$ cat src/design/utf8_xmpp_char_sanitizer_macros.svh
// ----------------------------------------------------------------------------
// utf8_xmpp_char_sanitizer_macros.svh
// assertion helpers shared by the sanitizer modules
// ----------------------------------------------------------------------------
`ifndef UTF8_XMPP_CHAR_SANITIZER_MACROS_SVH
`define UTF8_XMPP_CHAR_SANITIZER_MACROS_SVH

// check on every edge outside reset
`define UXS_ASSERT(lbl, prop, msg) \
  lbl: assert property (@(posedge clk) disable iff (!rst_n) (prop)) else $error(msg);

// check on every edge, reset included
`define UXS_ASSERT_ALWAYS(lbl, prop, msg) \
  lbl: assert property (@(posedge clk) (prop)) else $error(msg);

`endif

$ cat src/design/utf8xs_pkg.sv
// ----------------------------------------------------------------------------
// utf8xs_pkg
// types, decoder tables and filter functions of the utf-8 sanitizer
// ----------------------------------------------------------------------------
`timescale 1ns / 1ps
`default_nettype none

package utf8xs_pkg;

  // decoder states with a fixed meaning
  localparam logic [3:0] STATE_ACCEPT = 4'd0;
  localparam logic [3:0] STATE_REJECT = 4'd1;
  localparam logic [3:0] STATE_MAX    = 4'd8;

  localparam int unsigned MAX_RESULTS = 4;
  localparam int unsigned MAX_PENDING = 3;

  // transition table, row = state, column = byte class
  localparam logic [3:0] STEP_TABLE [0:8][0:15] = '{
    '{4'd0, 4'd1, 4'd2, 4'd3, 4'd5, 4'd8, 4'd7, 4'd1,
      4'd1, 4'd1, 4'd4, 4'd6, 4'd1, 4'd1, 4'd1, 4'd1},
    '{4'd1, 4'd1, 4'd1, 4'd1, 4'd1, 4'd1, 4'd1, 4'd1,
      4'd1, 4'd1, 4'd1, 4'd1, 4'd1, 4'd1, 4'd1, 4'd1},
    '{4'd1, 4'd0, 4'd1, 4'd1, 4'd1, 4'd1, 4'd1, 4'd0,
      4'd1, 4'd0, 4'd1, 4'd1, 4'd1, 4'd1, 4'd1, 4'd1},
    '{4'd1, 4'd2, 4'd1, 4'd1, 4'd1, 4'd1, 4'd1, 4'd2,
      4'd1, 4'd2, 4'd1, 4'd1, 4'd1, 4'd1, 4'd1, 4'd1},
    '{4'd1, 4'd1, 4'd1, 4'd1, 4'd1, 4'd1, 4'd1, 4'd2,
      4'd1, 4'd1, 4'd1, 4'd1, 4'd1, 4'd1, 4'd1, 4'd1},
    '{4'd1, 4'd2, 4'd1, 4'd1, 4'd1, 4'd1, 4'd1, 4'd1,
      4'd1, 4'd2, 4'd1, 4'd1, 4'd1, 4'd1, 4'd1, 4'd1},
    '{4'd1, 4'd1, 4'd1, 4'd1, 4'd1, 4'd1, 4'd1, 4'd3,
      4'd1, 4'd3, 4'd1, 4'd1, 4'd1, 4'd1, 4'd1, 4'd1},
    '{4'd1, 4'd3, 4'd1, 4'd1, 4'd1, 4'd1, 4'd1, 4'd3,
      4'd1, 4'd3, 4'd1, 4'd1, 4'd1, 4'd1, 4'd1, 4'd1},
    '{4'd1, 4'd3, 4'd1, 4'd1, 4'd1, 4'd1, 4'd1, 4'd1,
      4'd1, 4'd1, 4'd1, 4'd1, 4'd1, 4'd1, 4'd1, 4'd1}
  };

  // result set of one input byte, handed from decoder to output buffer
  typedef struct packed {
    logic [MAX_RESULTS-1:0][7:0] bytes;
    logic [2:0]                  cnt;
    logic                        has;
    logic                        fin;
  } res_set_t;

  // byte class of the decoder
  function automatic logic [3:0] byte_class(input logic [7:0] b);
    logic [3:0] c;
    if (b < 8'h80)       c = 4'd0;
    else if (b < 8'h90)  c = 4'd1;
    else if (b < 8'hA0)  c = 4'd9;
    else if (b < 8'hC0)  c = 4'd7;
    else if (b < 8'hC2)  c = 4'd8;
    else if (b < 8'hE0)  c = 4'd2;
    else if (b == 8'hE0) c = 4'd10;
    else if (b == 8'hED) c = 4'd4;
    else if (b < 8'hF0)  c = 4'd3;
    else if (b == 8'hF0) c = 4'd11;
    else if (b < 8'hF4)  c = 4'd6;
    else if (b == 8'hF4) c = 4'd5;
    else                 c = 4'd8;
    return c;
  endfunction

  // xml character filter; the low-half mask test keeps both 0xffee and 0xffef out
  function automatic logic char_ok(input logic [20:0] cp);
    logic ok;
    if (cp == 21'h09 || cp == 21'h0D || cp == 21'h0A)        ok = 1'b1;
    else if (cp >= 21'h7F && cp <= 21'h84)                    ok = 1'b0;
    else if (cp >= 21'h86 && cp <= 21'h9F)                    ok = 1'b0;
    else if (cp >= 21'hFDD0 && cp <= 21'hFDEF)                ok = 1'b0;
    else if ((cp[15:0] & 16'hFFFE) == 16'hFFEE)               ok = 1'b0;
    else if (cp[15:0] == 16'hFFFF)                            ok = 1'b0;
    else if (cp >= 21'h20 && cp <= 21'hD7FF)                  ok = 1'b1;
    else if (cp >= 21'hE000 && cp <= 21'hFFFD)                ok = 1'b1;
    else if (cp >= 21'h10000 && cp <= 21'h10FFFF)             ok = 1'b1;
    else                                                      ok = 1'b0;
    return ok;
  endfunction

endpackage

`default_nettype wire

$ cat src/design/utf8_xmpp_char_sanitizer.sv
// An accepted item waits in the input register until the result buffer is free;
// its result set is then loaded there and offered one result item per cycle while
// out_tready is high. The input takes one item per cycle while the buffer is free,
// and as multi-result items hold the buffer, the single output port sets the rate.
// Reset (rst_n low, synchronous): decoder returns to accept, held bytes and all
// queued items are dropped.
// ----------------------------------------------------------------------------
// utf8_xmpp_char_sanitizer
// utf-8 validator with xml character filter on a byte stream
// ----------------------------------------------------------------------------
`timescale 1ns / 1ps
`default_nettype none

module utf8_xmpp_char_sanitizer (
  input  wire logic       clk,
  input  wire logic       rst_n,
  input  wire logic       in_tvalid,
  output logic            in_tready,
  input  wire logic [7:0] in_tdata,   // [7:0] in_byte
  input  wire logic       in_tlast,   // stream_last
  output logic            out_tvalid,
  input  wire logic       out_tready,
  output logic [7:0]      out_tdata,  // [7:0] out_byte
  output logic            out_tlast,  // run_last
  output logic [1:0]      out_tuser   // [0] has_byte, [1] stream_end
);

  logic                 in_valid_r, in_valid_nxt;
  logic [7:0]           in_byte_r;
  logic                 in_last_r;
  logic                 buf_free;
  logic                 advance;
  utf8xs_pkg::res_set_t res;

  // input register moves on once the result buffer can take its set
  assign advance      = in_valid_r && buf_free;
  assign in_tready    = !in_valid_r || advance;
  assign in_valid_nxt = (in_tvalid && in_tready) ? 1'b1 : (advance ? 1'b0 : in_valid_r);

  always_ff @(posedge clk) begin
    if (!rst_n) begin
      in_valid_r <= 1'b0;
    end else begin
      in_valid_r <= in_valid_nxt;
    end
  end

  always_ff @(posedge clk) begin
    if (in_tvalid && in_tready) begin
      in_byte_r <= in_tdata;
      in_last_r <= in_tlast;
    end
  end

  // decoder and filter
  utf8xs_decode u_decode (
    .clk      (clk),
    .rst_n    (rst_n),
    .byte_i   (in_byte_r),
    .last_i   (in_last_r),
    .commit_i (advance),
    .res_o    (res)
  );

  // result buffer, loaded only when the item yields results
  utf8xs_outbuf u_outbuf (
    .clk        (clk),
    .rst_n      (rst_n),
    .load_i     (advance && (res.cnt != 3'd0)),
    .res_i      (res),
    .free_o     (buf_free),
    .out_tvalid (out_tvalid),
    .out_tready (out_tready),
    .out_tdata  (out_tdata),
    .out_tlast  (out_tlast),
    .out_tuser  (out_tuser)
  );

endmodule

`default_nettype wire

$ cat src/design/utf8xs_decode.sv
// ----------------------------------------------------------------------------
// utf8xs_decode
// utf-8 decoder state, held sequence bytes and per-byte result set
// ----------------------------------------------------------------------------
`timescale 1ns / 1ps
`default_nettype none

`include "utf8_xmpp_char_sanitizer_macros.svh"

module utf8xs_decode (
  input  wire logic                clk,
  input  wire logic                rst_n,
  input  wire logic [7:0]          byte_i,
  input  wire logic                last_i,
  input  wire logic                commit_i,
  output utf8xs_pkg::res_set_t     res_o
);

  logic [3:0]  state_r, state_nxt;
  logic [20:0] acc_r, acc_nxt;
  logic [1:0]  cnt_r, cnt_nxt;
  logic [7:0]  pend_r [0:2];

  logic [3:0]  cls;
  logic [3:0]  prev;
  logic [3:0]  first_next;
  logic        restart;
  logic [3:0]  eff_prev;
  logic [1:0]  eff_cnt;
  logic [20:0] acc_new;
  logic [3:0]  next_st;
  logic        emit;
  logic        store;
  logic [2:0]  n_bytes;

  // first pass only tells whether the byte breaks an open sequence
  always_comb begin
    cls        = utf8xs_pkg::byte_class(byte_i);
    prev       = (state_r > utf8xs_pkg::STATE_MAX) ? utf8xs_pkg::STATE_REJECT : state_r;
    first_next = utf8xs_pkg::STEP_TABLE[prev][cls];
    restart    = (first_next == utf8xs_pkg::STATE_REJECT) &&
                 (prev != utf8xs_pkg::STATE_ACCEPT);
    eff_prev   = restart ? utf8xs_pkg::STATE_ACCEPT : prev;
    eff_cnt    = restart ? 2'd0 : cnt_r;
  end

  // decode step from the effective state
  always_comb begin
    if (eff_prev != utf8xs_pkg::STATE_ACCEPT) begin
      acc_new = {acc_r[14:0], byte_i[5:0]};
    end else begin
      acc_new = {13'd0, (8'hFF >> cls) & byte_i};
    end
    next_st = utf8xs_pkg::STEP_TABLE[eff_prev][cls];
    emit    = (next_st == utf8xs_pkg::STATE_ACCEPT) && utf8xs_pkg::char_ok(acc_new);
    store   = (next_st != utf8xs_pkg::STATE_ACCEPT) &&
              (next_st != utf8xs_pkg::STATE_REJECT);
    n_bytes = emit ? ({1'b0, eff_cnt} + 3'd1) : 3'd0;
  end

  // result set: held bytes first, then the current byte
  always_comb begin
    for (int i = 0; i < utf8xs_pkg::MAX_RESULTS; i++) begin
      if (i < int'(eff_cnt)) begin
        res_o.bytes[i] = pend_r[i];
      end else begin
        res_o.bytes[i] = byte_i;
      end
    end
    res_o.has = 1'b1;
    res_o.fin = last_i;
    res_o.cnt = n_bytes;
    if (last_i && (n_bytes == 3'd0)) begin
      res_o.bytes[0] = 8'd0;
      res_o.has      = 1'b0;
      res_o.cnt      = 3'd1;
    end
  end

  // next decoder state
  always_comb begin
    state_nxt = state_r;
    acc_nxt   = acc_r;
    cnt_nxt   = cnt_r;
    if (commit_i) begin
      if (last_i) begin
        state_nxt = utf8xs_pkg::STATE_ACCEPT;
        acc_nxt   = 21'd0;
        cnt_nxt   = 2'd0;
      end else if (next_st == utf8xs_pkg::STATE_REJECT) begin
        state_nxt = utf8xs_pkg::STATE_ACCEPT;
        acc_nxt   = 21'd0;
        cnt_nxt   = 2'd0;
      end else if (next_st == utf8xs_pkg::STATE_ACCEPT) begin
        state_nxt = utf8xs_pkg::STATE_ACCEPT;
        acc_nxt   = acc_new;
        cnt_nxt   = 2'd0;
      end else begin
        state_nxt = next_st;
        acc_nxt   = acc_new;
        cnt_nxt   = (eff_cnt < 2'd3) ? (eff_cnt + 2'd1) : eff_cnt;
      end
    end
  end

  // control registers
  always_ff @(posedge clk) begin
    if (!rst_n) begin
      state_r <= utf8xs_pkg::STATE_ACCEPT;
      acc_r   <= 21'd0;
      cnt_r   <= 2'd0;
    end else begin
      state_r <= state_nxt;
      acc_r   <= acc_nxt;
      cnt_r   <= cnt_nxt;
    end
  end

  // held bytes of the open sequence
  always_ff @(posedge clk) begin
    if (commit_i && store && (eff_cnt < 2'd3)) begin
      pend_r[eff_cnt] <= byte_i;
    end
  end

  `UXS_ASSERT(a_state_kept, (state_r != utf8xs_pkg::STATE_REJECT) && (state_r <= utf8xs_pkg::STATE_MAX), "decoder kept reject or out-of-range state")
  `UXS_ASSERT(a_last_clears, commit_i && last_i |=> (state_r == utf8xs_pkg::STATE_ACCEPT) && (cnt_r == 2'd0), "end of string left an open sequence")
  `UXS_ASSERT(a_cnt_tracks, (state_r == utf8xs_pkg::STATE_ACCEPT) |-> (cnt_r == 2'd0), "held bytes without an open sequence")

endmodule

`default_nettype wire

$ cat src/design/utf8xs_outbuf.sv
// ----------------------------------------------------------------------------
// utf8xs_outbuf
// result buffer handing out a result set one item per cycle when not stalled
// ----------------------------------------------------------------------------
`timescale 1ns / 1ps
`default_nettype none

`include "utf8_xmpp_char_sanitizer_macros.svh"

module utf8xs_outbuf (
  input  wire logic                clk,
  input  wire logic                rst_n,
  input  wire logic                load_i,
  input  wire utf8xs_pkg::res_set_t res_i,
  output logic                     free_o,
  output logic                     out_tvalid,
  input  wire logic                out_tready,
  output logic [7:0]               out_tdata,  // [7:0] out_byte
  output logic                     out_tlast,  // run_last
  output logic [1:0]               out_tuser   // [0] has_byte, [1] stream_end
);

  logic [7:0] buf_r [0:utf8xs_pkg::MAX_RESULTS-1];
  logic [2:0] rem_r, rem_nxt;
  logic [1:0] idx_r, idx_nxt;
  logic       has_r;
  logic       fin_r;
  logic       take;

  // buffer can take a new set when empty or its final item leaves now
  assign take   = out_tvalid && out_tready;
  assign free_o = (rem_r == 3'd0) || (take && (rem_r == 3'd1));

  // read pointer and remaining count
  always_comb begin
    rem_nxt = rem_r;
    idx_nxt = idx_r;
    if (load_i) begin
      rem_nxt = res_i.cnt;
      idx_nxt = 2'd0;
    end else if (take) begin
      rem_nxt = rem_r - 3'd1;
      idx_nxt = idx_r + 2'd1;
    end
  end

  always_ff @(posedge clk) begin
    if (!rst_n) begin
      rem_r <= 3'd0;
      idx_r <= 2'd0;
    end else begin
      rem_r <= rem_nxt;
      idx_r <= idx_nxt;
    end
  end

  // payload of the buffered set
  always_ff @(posedge clk) begin
    if (load_i) begin
      for (int i = 0; i < utf8xs_pkg::MAX_RESULTS; i++) begin
        buf_r[i] <= res_i.bytes[i];
      end
      has_r <= res_i.has;
      fin_r <= res_i.fin;
    end
  end

  // output item
  assign out_tvalid   = (rem_r != 3'd0);
  assign out_tdata    = buf_r[idx_r];
  assign out_tlast    = (rem_r == 3'd1);
  assign out_tuser[0] = has_r;
  assign out_tuser[1] = fin_r && (rem_r == 3'd1);

  `UXS_ASSERT(a_load_free, load_i |-> free_o, "result set loaded over unsent items")
  `UXS_ASSERT(a_rem_range, rem_r <= 3'd4, "remaining count above four")
  `UXS_ASSERT(a_bare_marker, out_tvalid && !out_tuser[0] |-> out_tlast && out_tuser[1], "bare marker not closing the string")

endmodule

`default_nettype wire

$ cat config.mk
export PLATFORM = sky130hd
export DESIGN_NAME = utf8_xmpp_char_sanitizer
export DESIGN_NICKNAME = d
export VERILOG_FILES = /design/src/design/utf8xs_pkg.sv /design/src/design/utf8_xmpp_char_sanitizer.sv /design/src/design/utf8xs_decode.sv /design/src/design/utf8xs_outbuf.sv
export VERILOG_INCLUDE_DIRS = /design/src /design/src/design
export SDC_FILE = /design/constraint.sdc
export NUM_CORES = 1
export LEC_CHECK = 0
export ABC_AREA = 1
export BUFFER_PORTS_ARGS = -buffer_cell sky130_fd_sc_hd__buf_2
export CORE_ASPECT_RATIO = 1.75
export CORE_MARGIN = 2
export CORE_UTILIZATION = 38
export CTS_BUF_LIST = sky130_fd_sc_hd__clkbuf_8
export CTS_CLUSTER_DIAMETER = 150
export DETAILED_ROUTE_END_ITERATION = 10
export SYNTH_ARGS = -nofsm -noshare
export SYNTH_HDL_FRONTEND = slang
export SYNTH_HIERARCHICAL = 1
export SYNTH_SLANG_ARGS = --single-unit
export TNS_END_PERCENT = 10
$ cat constraint.sdc
create_clock -name clk -period 11.1 [get_ports clk]
set_input_delay 0 -clock clk [delete_from_list [all_inputs] [get_ports clk]]
set_output_delay 0 -clock clk [all_outputs]
set_load 0.05 [all_outputs]
==> impl_metrics.csv, run 1 <==
group,metric,value,unit
outcome,status,"finished, final reports clean",
grt,antenna_found_initial,0,
grt,grt_pass1_wl,20780,um
cts,postCtsHoldBufs,12,
critical_path,critPathKind,"reg -> reg",
cts,cts_setup_buffers,0,
critical_path,critical_path.most_common_cell,"nand2_1",
power,leakagePower,2.238,nW
sta,fin_setup_tns,0,ns
synthesis,syn_area,5295,um^2
sta,hold_viol,0,
finish,drive_above_1_share,14.66,%
cts,h-tree-depth,3,
grt,use_met1,16.68,%
die,dieArea,14930,um^2
sta,fmaxAchievable,0.1935,GHz
drt,drtIter0Drc,246,
sta,finalSetupViolCount,0,
grt,grt-ovfl-total,0,
sta,min_period,5.167,ns
power,pwr_density_cell,180.0,nW/um^2
finish,fillers,1421,
synthesis,yosys_warnings,6,
finish,diodes,0,
die,num_rows,57,
die,start_util,38.47,%
synthesis,synth.distinct_cells,38,
critical_path,cp.arrival,5.44,ns
power,internal_power,613.1,uW
drt,drc,0,
critical_path,crit_path_top_delay_cell,"edfxtp_1",
grt,grt_busiest_layer,"met2",
critical_path,critical_path_required,11.37,ns
synthesis,postSynthCellCount,659,
sta,rsz0062_at_grt,"no",
sta,slew_violations,0,
synthesis,synth_top_area_share,38.00,%
sta,worst_pin_slew,1.154,ns
finish,multi_input_area,2281,um^2
drt,routedWlPerCell,14.82,um
run,maxCapViolations,0,
die,fp.coreArea,13760,um^2
power,p_sw,432.5,uW
die,die_w,93.23,um
power,max-vdd-ir-drop,0.05496,mV
place,place_ws,5.961,ns
drt,postRouteAntennaNets,0,
cts,ctsResizeCount,0,
cts,cts_tree,"yes",
worst_hold_path,hold_class,"in -> reg",
cts,clkTransAtPathRegs,0.10,ns
drt,firstDrtPassIters,5,
critical_path,crit_fanout,36,
grt,globalRouteMet3Util,2.689,%
synthesis,syn_area_per_cell,8.035,um^2
synthesis,syn-num-nets,680,
synthesis,synth-seq-cells,96,
synthesis,ys_top_cells_by_area,"edfxtp_1, nand2_1, dfxtp_1",
die,die_h,160.2,um
power,seqPwrFrac,44.3,%
power,swShare,41.37,%
cts,numCtsBuffers,9,
sta,fin_crit_sh,46.55,%
synthesis,ys_seq_area_share,48.96,%
cts,clock_latency,0.37,ns
grt,met2_usage,34.47,%
place,numPortBuffers,25,
finish,syn2layout_area_growth,9.735,%
die,num_io_pins,26,
cts,clkSinkCount,96,
drt,via_per_inst,5.090,
place,hpwl,10050,um
grt,first_global_vias,4409,
place,place.gp.congestion,0.8650,
cts,clock_path_buffers,2,
finish,seq_area,2592,um^2
sta,slew_headroom,23.08,%
drt,num_vias,4408,
grt,grtUsageTotal,17.80,%
critical_path,ff2ff_setup_slack,5.93,ns
sta,skew,0.01188,ns
power,p_clk_share,20.9,%
grt,grt_max_degree,37,
power,p_comb_share,34.8,%
cts,cts-root-buf,"clkbuf_8",
critical_path,cp-start-kind,"flip-flop",
synthesis,synth.largest_area_cell,"edfxtp_1",
critical_path,slowest_delay,0.64,ns
drt,drt_wl_total,12830,um
sta,layout_setup_ws,5.933,ns
critical_path,cp-end-kind,"flip-flop",
finish,nets,705,
[Yosys cell counts (all sizes together)]
library cell  instances
a2bb2oi               1
o211ai                1
nand3                39
nor3                 11
dfxtp                29
nand3b                1
clkbuf                9
o21bai                1
o22ai                 8
ha                    8
edfxtp               67
o21ai                60
clkinv                3
a21boi                1
buf                  15
nand4                12
a31oi                 2
inv                  71
a32o                  1
nand2               183
o31ai                 2
a21oi                40
nor2                 93
a211oi                1
[worst max-delay path, delay by kind of cell, from the launching register on]
kind                   cells  cell delay [ns]
DFF                        1             0.64
AOI/OAI and AO/OA          6             1.39
buffers and inverters      5             0.86
and+or+nand+nor           17             2.16
[layer usage]
layer  wire length (um)  share of wire, %
met3                330               2.6
met5                  0                 0
met2               7279                57
met4                686               5.3
met1               4536                35
[registers in the layout (all words and copies together), names as in the netlist, named ones only]
signal / flops
u_decode/cnt_r: 2
in_valid_r: 1
u_outbuf/has_r: 1
u_decode/acc_r: 15
u_outbuf/rem_r: 3
u_decode/pend_r: 24
in_byte_r: 8
u_outbuf/buf_r: 32
u_outbuf/idx_r: 2
u_outbuf/fin_r: 1
u_decode/state_r: 4
in_last_r: 1
[placed cells by master (no fill, tap or decap), types with 9 or more instances in the layout]
cell	count
nand2_1	170
inv_1	58
nand4_1	12
clkbuf_8	9
nand3_1	36
inv_2	13
edfxtp_1	67
nor2_2	16
a21oi_1	36
buf_2	25
dfxtp_1	29
nor2_1	74
o21ai_0	48
dlygate4sd3_1	12
nor3_1	10
nand2_2	11
[per-stage QoR]
stage	cells	utilization [%]	power [mW]	hold slack, ns	cell area [um^2]
6_report	866	42.21	1.046	0.2561	5811
5_1_grt	866	42.21	1.110	0.2803	5811
4_1_cts	866	42.21	1.055	0.2573	5811
3_5_place_dp	838	40.00	0.8349	0.1794	5505
3_3_place_gp	838	40.00	0.8309	0.1764	5505
2_1_floorplan	659	-	0.7550	0.09887	5295
[power by group through the flow]
stage	clock network [mW]	registers, mW	logic [mW]
2_1_floorplan	0	0.461	0.294
5_1_grt	0.238	0.469	0.403
4_1_cts	0.225	0.464	0.367
3_5_place_dp	0	0.472	0.363
6_report	0.219	0.463	0.364
3_3_place_gp	0	0.471	0.360
[cell type report]
| cell class | count | share of cell area (%) |
|---|---|---|
| clock buffer | 9 | 2.132 |
| clock inverter | 7 | 1.055 |
| inverter | 74 | 4.780 |
| multi-input combinational | 465 | 39.26 |
| sequential | 96 | 44.62 |
| tap | 177 | 3.811 |
| timing repair buffer | 38 | 4.350 |
[path summary, 6_finish.rpt]
kind	start	endpoint	cells past startpoint
hold reg to reg	u_decode/acc_r[8]	u_decode/acc_r[8]	2
setup reg to reg	in_byte_r[2]	u_outbuf/rem_r[2]	28
setup / recovery	in_byte_r[2]	u_outbuf/rem_r[2]	28
hold / removal	in_tvalid	in_byte_r[7]	3
[cell families (layout without fill, tap and decap cells)]
group | Yosys count | after routing | synth area share (%)
flip-flops | 96 | 96 | 48.96
AND/OR/NAND/NOR | 339 | 339 | 28.45
AO/OA/AOI/OAI | 118 | 118 | 12.52
buffers and inverters | 98 | 128 | 8.176
adder cells (fa/ha/maj) | 8 | 8 | 1.890
No activity file was read; power rests on OpenSTA's default activity.
==> run 2, diff against run 1 <==
- clock period: 11.1 -> 4.5 ns (I/O delays scaled with it)
==> run 2 against run 1 <==
Against the previous run:
- setup slack got worse by 5.6 ns
- maximum frequency rose by 23%
- worst hold slack got worse by 0.0033 ns
- design area rose by 4.7%
- sequential share of layout area fell by 2.0 points
- critical endpoint is now u_outbuf/buf_r[3][2]
- first-iteration DRC count rose by 7.3%
- clock-buffer cell count did not move
- critical path depth fell by 4
- via count rose by 5.2%
- core utilization rose by 2.0 points
==> impl_metrics.csv, run 2 (synthesis gave the netlist of run 1 again) <==
group,metric,value,unit
outcome,status,"finished, final reports clean",
critical_path,crit_path_top_delay_cell,"edfxtp_1",
critical_path,crit_family,"simple AND/OR/NAND/NOR gates",
drt,drtIter0Drc,264,
drt,routedWlPerCell,15.09,um
drt,drc,0,
finish,largest-register,"u_outbuf/buf_r",
critical_path,cp-end-kind,"flip-flop",
sta,rsz0062_at_grt,"yes",
cts,clkSinkCount,96,
critical_path,r2r_cells,24,
cts,clock_path_buffers,2,
sta,fin_crit_sh,93.25,%
cts,numCtsBuffers,9,
sta,fin_hold_ws,0.2528,ns
sta,slew_headroom,25.27,%
sta,worst_pin_slew,1.121,ns
grt,antenna_found_initial,0,
power,pwr_density_cell,433.1,nW/um^2
cts,clock_latency,0.37,ns
place,place_ws,0.1855,ns
sta,hold_viol,0,
sta,layout_setup_ws,0.3036,ns
finish,layout_common_cells,"nand2_1, nor2_1, edfxtp_1, inv_1, o21ai_0",
power,leakagePower,2.386,nW
cts,clkTransAtPathRegs,0.09,ns
cts,cts_tree,"yes",
cts,cts-root-buf,"clkbuf_8",
die,fp.coreArea,13760,um^2
die,die_h,160.2,um
finish,layout_commonest_cell,"nand2_1",
place,numPortBuffers,25,
critical_path,path_depth,24,
power,max-vdd-ir-drop,0.1738,mV
sta,skew,0.01117,ns
grt,first_global_vias,4543,
critical_path,cp_cell_sequence,"buf_4, nor2_1, nand2_1, nand2_1, nand4_1, nand2_1, nand2_1, a31oi_2, nand3_2, buf_12, nor2_2, nand2_1, nor3_1, nand4_1, nand2_1, nand2_1, nand4_1, nand2_2, nand3_1, inv_1, o21ai_1, nor2_2, a21oi_4, buf_12",
drt,via_per_inst,5.182,
place,place.gp.congestion,1.021,
grt,grtUsageTotal,18.38,%
critical_path,slowest_delay,0.48,ns
drt,postRouteAntennaNets,0,
sta,min_period,4.196,ns
power,power,2.635,mW
critical_path,crit_fanout,33,
drt,num_vias,4638,
finish,drive_above_1_share,18.94,%
die,start_util,38.47,%
place,hpwl,10320,um
drt,drt_wl_total,13500,um
die,die_w,93.23,um
critical_path,critical_path_required,4.57,ns
worst_hold_path,hold_depth,3,
sta,fmaxAchievable,0.2383,GHz
critical_path,cp-start-kind,"flip-flop",
finish,biggestRegsByFlops,"u_outbuf/buf_r: 32 flops, u_decode/pend_r: 24 flops, u_decode/acc_r: 15 flops",
die,num_rows,57,
run,maxCapViolations,0,
die,dieArea,14930,um^2
finish,syn2layout_area_growth,14.89,%
critical_path,critPathKind,"reg -> reg",
grt,grt_max_degree,34,
worst_hold_path,hold_class,"in -> reg",
finish,diodes,0,
critical_path,critical_path.most_common_cell,"nand2_1",
sta,slew_violations,0,
finish,largest_reg_flops,32,
critical_path,cp.arrival,4.26,ns
drt,firstDrtPassIters,6,
grt,grt-ovfl-total,0,
critical_path,critPathBufInv,4,
cts,h-tree-depth,3,
finish,nets,734,
grt,grt_pass1_wl,21560,um
die,num_io_pins,26,
sta,finalSetupViolCount,0,
[run 2: changes by cell type in the layout (fill, tap and decap cells not counted), sizes merged]
cell,previous run,this run
a21oi,40,41
clkinvlp,0,3
clkinv,6,4
buf,26,54
inv,75,74
[run 2: per-stage QoR]
step	utilization [%]	cells	area, um^2	setup TNS [ns]
after floorplan	-	659	5306	0
after global placement	40.94	852	5635	0
after detailed placement	40.94	852	5635	0
after CTS	43.13	880	5937	0
after global routing	44.20	895	6083	-1.146
final	44.20	895	6083	0
[run 2: area by class of cell]
class / instances / area [um^2]
inverters: 74 / 280.3
flip-flops and latches: 96 / 2592
repair buffers: 66 / 488.0
clock inverters: 7 / 57.56
well taps: 177 / 221.5
clock buffers: 9 / 123.9
multi-input cells: 466 / 2320
fillers: 1377 / 7681
[run 2: timing repair]
item                                   in CTS  in global routing
hold buffers                               12                  0
endpoints found under the hold margin      15                  0
setup endpoints to repair                   0                 41
resized for setup                           0                 10
buffers inserted                            0                 14
[run 2: worst paths after layout]
check / start / end / slack, ns
hold / removal: in_tvalid / in_last_r / 0.25
hold reg to reg: u_decode/acc_r[8] / u_decode/acc_r[8] / 0.47
setup reg to reg: in_byte_r[1] / u_outbuf/buf_r[3][2] / 0.30
setup / recovery: in_byte_r[1] / u_outbuf/buf_r[3][2] / 0.30
[run 2: report_power, final]
part           total, mW  switching [mW]  internal (mW)
clock              0.525           0.318          0.207
sequential          1.13          0.0635           1.07
combinational      0.978           0.700          0.278
total               2.63            1.08           1.55
[run 2: metal layers]
layer	routed length (um)	vias to the layer above	GRT usage (%)
met2	7691	135	36.40
met3	359	52	2.406
li1	-	2284	-
met5	0	-	0
met4	800	0	11.10
met1	4652	2167	16.85
[run 2: tightest hold or removal path, delay by kind of cell]
kind	cells	cell delay [ns]
AO/OA/AOI/OAI	1	0.21
buffers and inverters	2	0.16
==> run 3, diff against run 2 <==
- MAX_ROUTING_LAYER: unset -> met4
==> run 3 against run 2 <==
Against the previous run:
- worst hold slack gained 0.029 ns
- clock power is 11% higher
- power increased by 3.0%
- non-clock buffer count grew 1
- die area unchanged
- clock skew rose by 0.0020 ns
==> impl_metrics.csv, run 3 (synthesis gave the netlist of run 1 again) <==
group,metric,value,unit
outcome,status,"finished, final reports clean",
power,swShare,40.52,%
drt,via_per_inst,5.204,
power,leakagePower,2.415,nW
critical_path,critPathKind,"reg -> reg",
drt,postRouteAntennaNets,0,
finish,fillers,1349,
place,place.gp.congestion,1.051,
power,power,2.713,mW
critical_path,cp.arrival,4.28,ns
grt,grt-ovfl-total,0,
drt,firstDrtPassIters,5,
critical_path,slowest_delay,0.48,ns
cts,clock_path_buffers,2,
sta,hold_viol,0,
cts,h-tree-depth,3,
drt,routedWlPerCell,15.33,um
power,seqPwrFrac,41.6,%
sta,fin_setup_tns,0,ns
power,p_sw,1.099,mW
finish,biggestRegsByFlops,"u_outbuf/buf_r: 32 flops, u_decode/pend_r: 24 flops, u_decode/acc_r: 15 flops",
finish,seq_area,2592,um^2
place,placed_cells_incl_taps,858,
critical_path,critical_path_required,4.57,ns
cts,clkTransAtPathRegs,0.10,ns
finish,largest_reg_flops,32,
sta,min_period,4.212,ns
finish,syn2layout_area_growth,15.83,%
worst_hold_path,hold_class,"in -> reg",
cts,clock_latency,0.37,ns
cts,numCtsBuffers,9,
die,dieArea,14930,um^2
drt,num_vias,4663,
power,internal_power,1.614,mW
critical_path,cp-end-kind,"flip-flop",
die,num_io_pins,26,
finish,final_cell_count_no_fill,896,
drt,drt_wl_total,13740,um
grt,first_global_vias,4613,
critical_path,cp-start-kind,"flip-flop",
die,die_w,93.23,um
place,hpwl,10470,um
sta,skew,0.01314,ns
grt,grt_pass1_wl,22470,um
grt,antenna_found_initial,0,
sta,slew_headroom,16.15,%
sta,fmaxAchievable,0.2374,GHz
power,pwr_density_cell,442.3,nW/um^2
drt,drtIter0Drc,281,
sta,fin_crit_sh,93.59,%
cts,cts_tree,"yes",
finish,nets,735,
critical_path,critical_path.most_common_cell,"nand2_1",
sta,slew_violations,0,
sta,finalSetupViolCount,0,
finish,layout_common_cells,"nand2_1, nor2_1, edfxtp_1, inv_1, o21ai_0",
power,p_comb_share,36.9,%
finish,drive_above_1_share,19.19,%
drt,drc,0,
finish,layout_commonest_cell,"nand2_1",
run,maxCapViolations,0,
grt,grtUsageTotal,19.71,%
cts,clkSinkCount,96,
cts,cts-root-buf,"clkbuf_8",
place,numPortBuffers,25,
finish,largest-register,"u_outbuf/buf_r",
grt,grt_max_degree,34,
die,start_util,38.47,%
die,die_h,160.2,um
critical_path,crit_path_top_delay_cell,"edfxtp_1",
finish,multi_input_area,2355,um^2
die,num_rows,57,
die,fp.coreArea,13760,um^2
sta,worst_pin_slew,1.258,ns
critical_path,crit_fanout,33,
power,max-vdd-ir-drop,0.1426,mV
finish,diodes,0,
power,p_clk_share,21.5,%
[run 3: changes by cell type in the layout (fill, tap and decap cells not counted), sizes merged]
cell	change
bufinv	+1
clkinvlp	-3
clkinv	+1
buf	+1
inv	+1
[run 3: metal layers]
metal	routed length [um]	global-route usage, %	up-vias	share of wire (%)
met1	4755	18.60	2185	35
li1	-	-	2291	-
met2	7761	36.66	129	56
met5	0	-	-	0
met3	450	3.160	58	3.3
met4	772	10.96	0	5.6
[run 3: power by group through the flow]
stage / sequential, mW / clock (mW) / combinational, mW
after floorplan: 1.13 / 0 / 0.730
after global placement: 1.15 / 0 / 0.936
after detailed placement: 1.15 / 0 / 0.949
after CTS: 1.13 / 0.599 / 0.960
after global routing: 1.14 / 0.638 / 1.10
final: 1.13 / 0.583 / 1.00
[run 3: stage by stage]
stage	utilization [%]	hold WS, ns	area [um^2]	worst slack [ns]
2_1_floorplan	-	0.09887	5306	0.2036
3_3_place_gp	41.18	0.1772	5668	0.1437
3_5_place_dp	41.18	0.1796	5668	0.04365
4_1_cts	43.53	0.2613	5992	0.008312
5_1_grt	44.56	0.3095	6133	-0.05693
6_report	44.56	0.2820	6133	0.2883
[run 3: worst max-delay path, delay by kind of cell (launching register included)]
family | cells | cell delay, ns
AOI/OAI and AO/OA | 3 | 0.45
DFF | 1 | 0.48
and+or+nand+nor | 20 | 2.11
buffers and inverters | 5 | 0.83
[run 3: what timing repair did]
action	in CTS	in global routing
buffers inserted	0	9
hold endpoints to repair	15	0
hold buffers	12	0
setup endpoints to repair	0	41
gates resized for setup	0	15
[run 3: path summary, 6_finish.rpt]
kind | from | end | slack [ns] | depth (start not counted)
max reg2reg | in_byte_r[3] | u_outbuf/buf_r[2][0] | 0.29 | 28
min reg2reg | u_decode/acc_r[8] | u_decode/acc_r[8] | 0.47 | 2
max | in_byte_r[3] | u_outbuf/buf_r[2][0] | 0.29 | 28
min | in_tvalid | in_byte_r[1] | 0.28 | 3
[run 3: cell type report]
class | instances | area share (%)
Tap cell | 177 | 3.611
Timing Repair Buffer | 67 | 7.874
Clock buffer | 9 | 2.020
Multi-Input combinational cell | 466 | 38.39
Inverter | 74 | 4.529
Clock inverter | 7 | 1.306
Sequential cell | 96 | 42.27
